[config.mk]
export PLATFORM = sky130hd
export DESIGN_NAME = mfde_ram
export DESIGN_NICKNAME = d
export VERILOG_FILES = /design/src/rtl/mfde_ram.sv
export SDC_FILE = /design/constraint.sdc
export NUM_CORES = 2
export LEC_CHECK = 0
export BUFFER_PORTS_ARGS = -buffer_cell sky130_fd_sc_hd__buf_4
export CAP_MARGIN = 25
export CORE_MARGIN = 1.5
export CORE_UTILIZATION = 40
export CTS_BUF_LIST = sky130_fd_sc_hd__clkbuf_4 sky130_fd_sc_hd__clkbuf_8 sky130_fd_sc_hd__clkbuf_16
export DETAILED_ROUTE_END_ITERATION = 8
export SYNTH_ARGS = -nofsm -noshare
export SYNTH_HDL_FRONTEND = slang
export SYNTH_SLANG_ARGS = --single-unit
[constraint.sdc]
create_clock -name clk_i -period 2.11 [get_ports clk_i]
set_input_delay 0.1055 -clock clk_i [delete_from_list [all_inputs] [get_ports clk_i]]
set_output_delay 0.1055 -clock clk_i [all_outputs]
set_load 0.1 [all_outputs]
[src/rtl/mfde_ram.sv]
// ----------------------------------------------------------------------------
// mfde_ram
// Generic simple dual port RAM, one write and one registered read port.
// ----------------------------------------------------------------------------
module mfde_ram #(
  parameter int WIDTH = 8,
  parameter int DEPTH = 512
) (
  input  logic                     clk_i,
  input  logic                     we_i,
  input  logic [$clog2(DEPTH)-1:0] waddr_i,
  input  logic [WIDTH-1:0]         wdata_i,
  input  logic [$clog2(DEPTH)-1:0] raddr_i,
  output logic [WIDTH-1:0]         rdata_o
);

  logic [WIDTH-1:0] mem [DEPTH];

  always_ff @(posedge clk_i) begin
    if (we_i) begin
      mem[waddr_i] <= wdata_i;
    end
    rdata_o <= mem[raddr_i];
  end

endmodule

==> flow_summary.ini <==
[synthesis]
async_flop_share = 0
synth.avg_cell_area_sq_um = 19.9
syn_inst = 8030
synth_ff_type = edfxtp_1
synth_seq_cells = 4104
synth_area_sq_um = 160000
yosys-top-cells-area = edfxtp_1, mux4_2, mux2i_1
ys_top_cells_by_count = edfxtp_1, mux2i_1, mux4_2
yosysWarnings = 0
yosysTopAreaCellShare = 0.769
seq_area_frac_synth = 0.770
synth_nets = 8058
synth.largest_area_cell = edfxtp_1
synth_most_common_cell = edfxtp_1
synth_edf_count = 4096
synth_cell_types = 51

[route]
dr_total_vias = 86273
wirelength_um = 438000
ant_nets = 0
vias_per_cell = 5.69
firstDrtPassIters = 8
drcViolationCount = 0
wire_per_inst_um = 28.9
drtIter0Drc = 9979

[setup_path]
cp_top_family = simple AND/OR/NAND/NOR gates
r2r_end = rdata_o[3]
slowest_delay_ps = 430
arrival_ps = 3260
end_kind = flip-flop
critPathLaunchType = flip-flop
path_cells = mux2i_1 -> o221ai_2 -> buf_4 -> a21oi_1 -> nor4_4 -> buf_4 -> nand4_1 -> nor4_4 -> o2111a_1
critical_path_class = flip-flop to flip-flop
path_depth = 9
rrSetupSlack_ps = -240
worst-path-buf-inv = 2
worst_ep_required_time_ps = 3020
slowest_stage = nor4_4
timing.rr.start = mem[282][3]
r2r_cells = 9
path_max_fanout = 2

[floorplan]
die_x_um = 635
ios = 36
rows = 232
die-area_sq_um = 404000
start_util = 0.401
die_h_um = 635
design.core.area_sq_um = 399000

[place]
hpwl_um = 290000
port_buffers = 35
post-place-ws_ps = -1320
gp_congestion = 0.918

[clock_tree]
clock_path_buffers = 4
cts_tree = done
htreeDepth = 5
cts.sinks = 4104
numCtsBuffers = 411
clock_latency_ps = 990
cts.clk_slew.worst_paths_ps = 60
root_buffer = clkbuf_16

[hold_path]
hold_start = waddr_i[5]
min_to = mem[304][6]
worstHoldPathCells = 5
min_path_type = primary input to flip-flop

[sta]
timing.fmax_mhz = 426
worst_slew_pin_slew_ps = 932
setup-violations-final = 13
hold_viol_final = 0
setup_slack_ps = -237
final.setup.tns_ps = -1070
relSlewSlack = 0.378
final.period_utilization = 1.11
post-route-min-period_ps = 2350
rsz0062_at_grt = yes
skew_ps = 72.4
finalMaxSlewViolations = 0

[grt]
grtUsageTotal = 0.213
antenna_found_initial = 27
grt_max_degree = 138
grt_pass1_wl_um = 628000
grt_pass1_vias = 87089
grt-ovfl-total = 0

[finish]
nets = 9567
fin_util = 0.484
layout-drive-gt1-share = 0.312
syn2layout_area_growth_pct = 20.6

[power]
p_leak_nw = 64.0
peakVddDrop_mv = 0.732
p_per_area_nw_per_um2 = 892

[run_status]
violations = setup timing
status = complete, but fails checks

[flow_run]
max-cap-violations = 0
-- sequential cells by signal, summed over array words and instances (netlist names) --
| name | count |
|---|---|
| mem | 4096 |
| rdata_o | 8 |
-- tightest hold or removal path: stages --
cell and delay (ps):
buf_4 130, and2_1 160, buf_12 170, nand2_2 180, nor2_2 90
-- worst max-delay path by stage --
stage / start / endpoint / slack, ps
after floorplan: raddr_i[0] / rdata_o[0] / 30
after global placement: raddr_i[0] / rdata_o[0] / -1790
after detailed placement: raddr_i[0] / rdata_o[7] / -1320
after CTS: mem[273][3] / rdata_o[3] / -260
after global routing: mem[305][7] / rdata_o[7] / -270
final: mem[282][3] / rdata_o[3] / -240
-- kinds of logic after synthesis --
kind of cell    Yosys count  share of synthesized area
compound gates          979                     0.0431
mux                    1451                      0.142
simple gates            980                     0.0263
buf+inv                 516                     0.0185
flops                  4104                      0.770
-- cell usage in the layout, fill, tap and decap left out, types with 23 or more instances in the layout --
| cell type | instances |
|---|---|
| bufinv_16 | 30 |
| buf_12 | 191 |
| a21oi_1 | 178 |
| o21ai_0 | 103 |
| nor2_2 | 25 |
| a22oi_1 | 58 |
| clkbuf_4 | 75 |
| o221ai_2 | 31 |
| buf_4 | 1374 |
| mux2i_1 | 796 |
| dlygate4sd3_1 | 23 |
| clkinv_2 | 77 |
| mux4_2 | 654 |
| nor3_1 | 101 |
| nor2_1 | 571 |
| clkbuf_16 | 416 |
| o221ai_1 | 341 |
| clkinv_1 | 107 |
| nand2_1 | 86 |
| edfxtp_1 | 4096 |
| nand4_1 | 32 |
| nand3_1 | 26 |
| o22ai_1 | 153 |
-- final cells by class --
| type | instances | area, sq um |
|---|---|---|
| Antenna cell | 12 | 30.0 |
| Clock buffer | 491 | 11000 |
| Clock inverter | 264 | 2390 |
| Fill cell | 32251 | 206000 |
| Inverter | 3 | 18.8 |
| Multi-Input combinational cell | 3410 | 35000 |
| Sequential cell | 4104 | 123000 |
| Tap cell | 5265 | 6590 |
| Timing Repair Buffer | 1609 | 14700 |
-- routing by layer --
metal  vias up  track usage  share of wire
met5         -            0       0.000096
met4         6       0.0596          0.031
met3       689       0.0320          0.076
met2      3592        0.351           0.49
met1     45485        0.295           0.41
li1      36501            -              -
-- stage by stage --
step	instances	total power, mW	hold slack (ps)	instance area, sq um
3_3_place_gp	14370	101	450	178000
3_5_place_dp	14374	101	457	178000
2_1_floorplan	8030	96.1	204	160000
4_1_cts	15147	173	0.258	193000
5_1_grt	15151	176	38.4	193000
6_report	15158	172	51.5	193000
-- power breakdown --
group	switching, mW	internal (mW)	total [mW]	leakage (nW)
Combinational	6.29	3.79	10.1	20.5
Sequential	0.146	89.8	89.9	36.9
Clock	31.0	40.9	71.9	6.60
-- repair_timing --
item	4_1_cts	5_1_grt
gates cloned	0	0
buffers inserted	1	1
setup endpoints to repair	13	149
hold buffers	22	2
pin swaps	36	35
endpoints found under the hold margin	3654	1
gates resized for setup	153	60
Note: power is estimated with default switching activity, not from simulation.
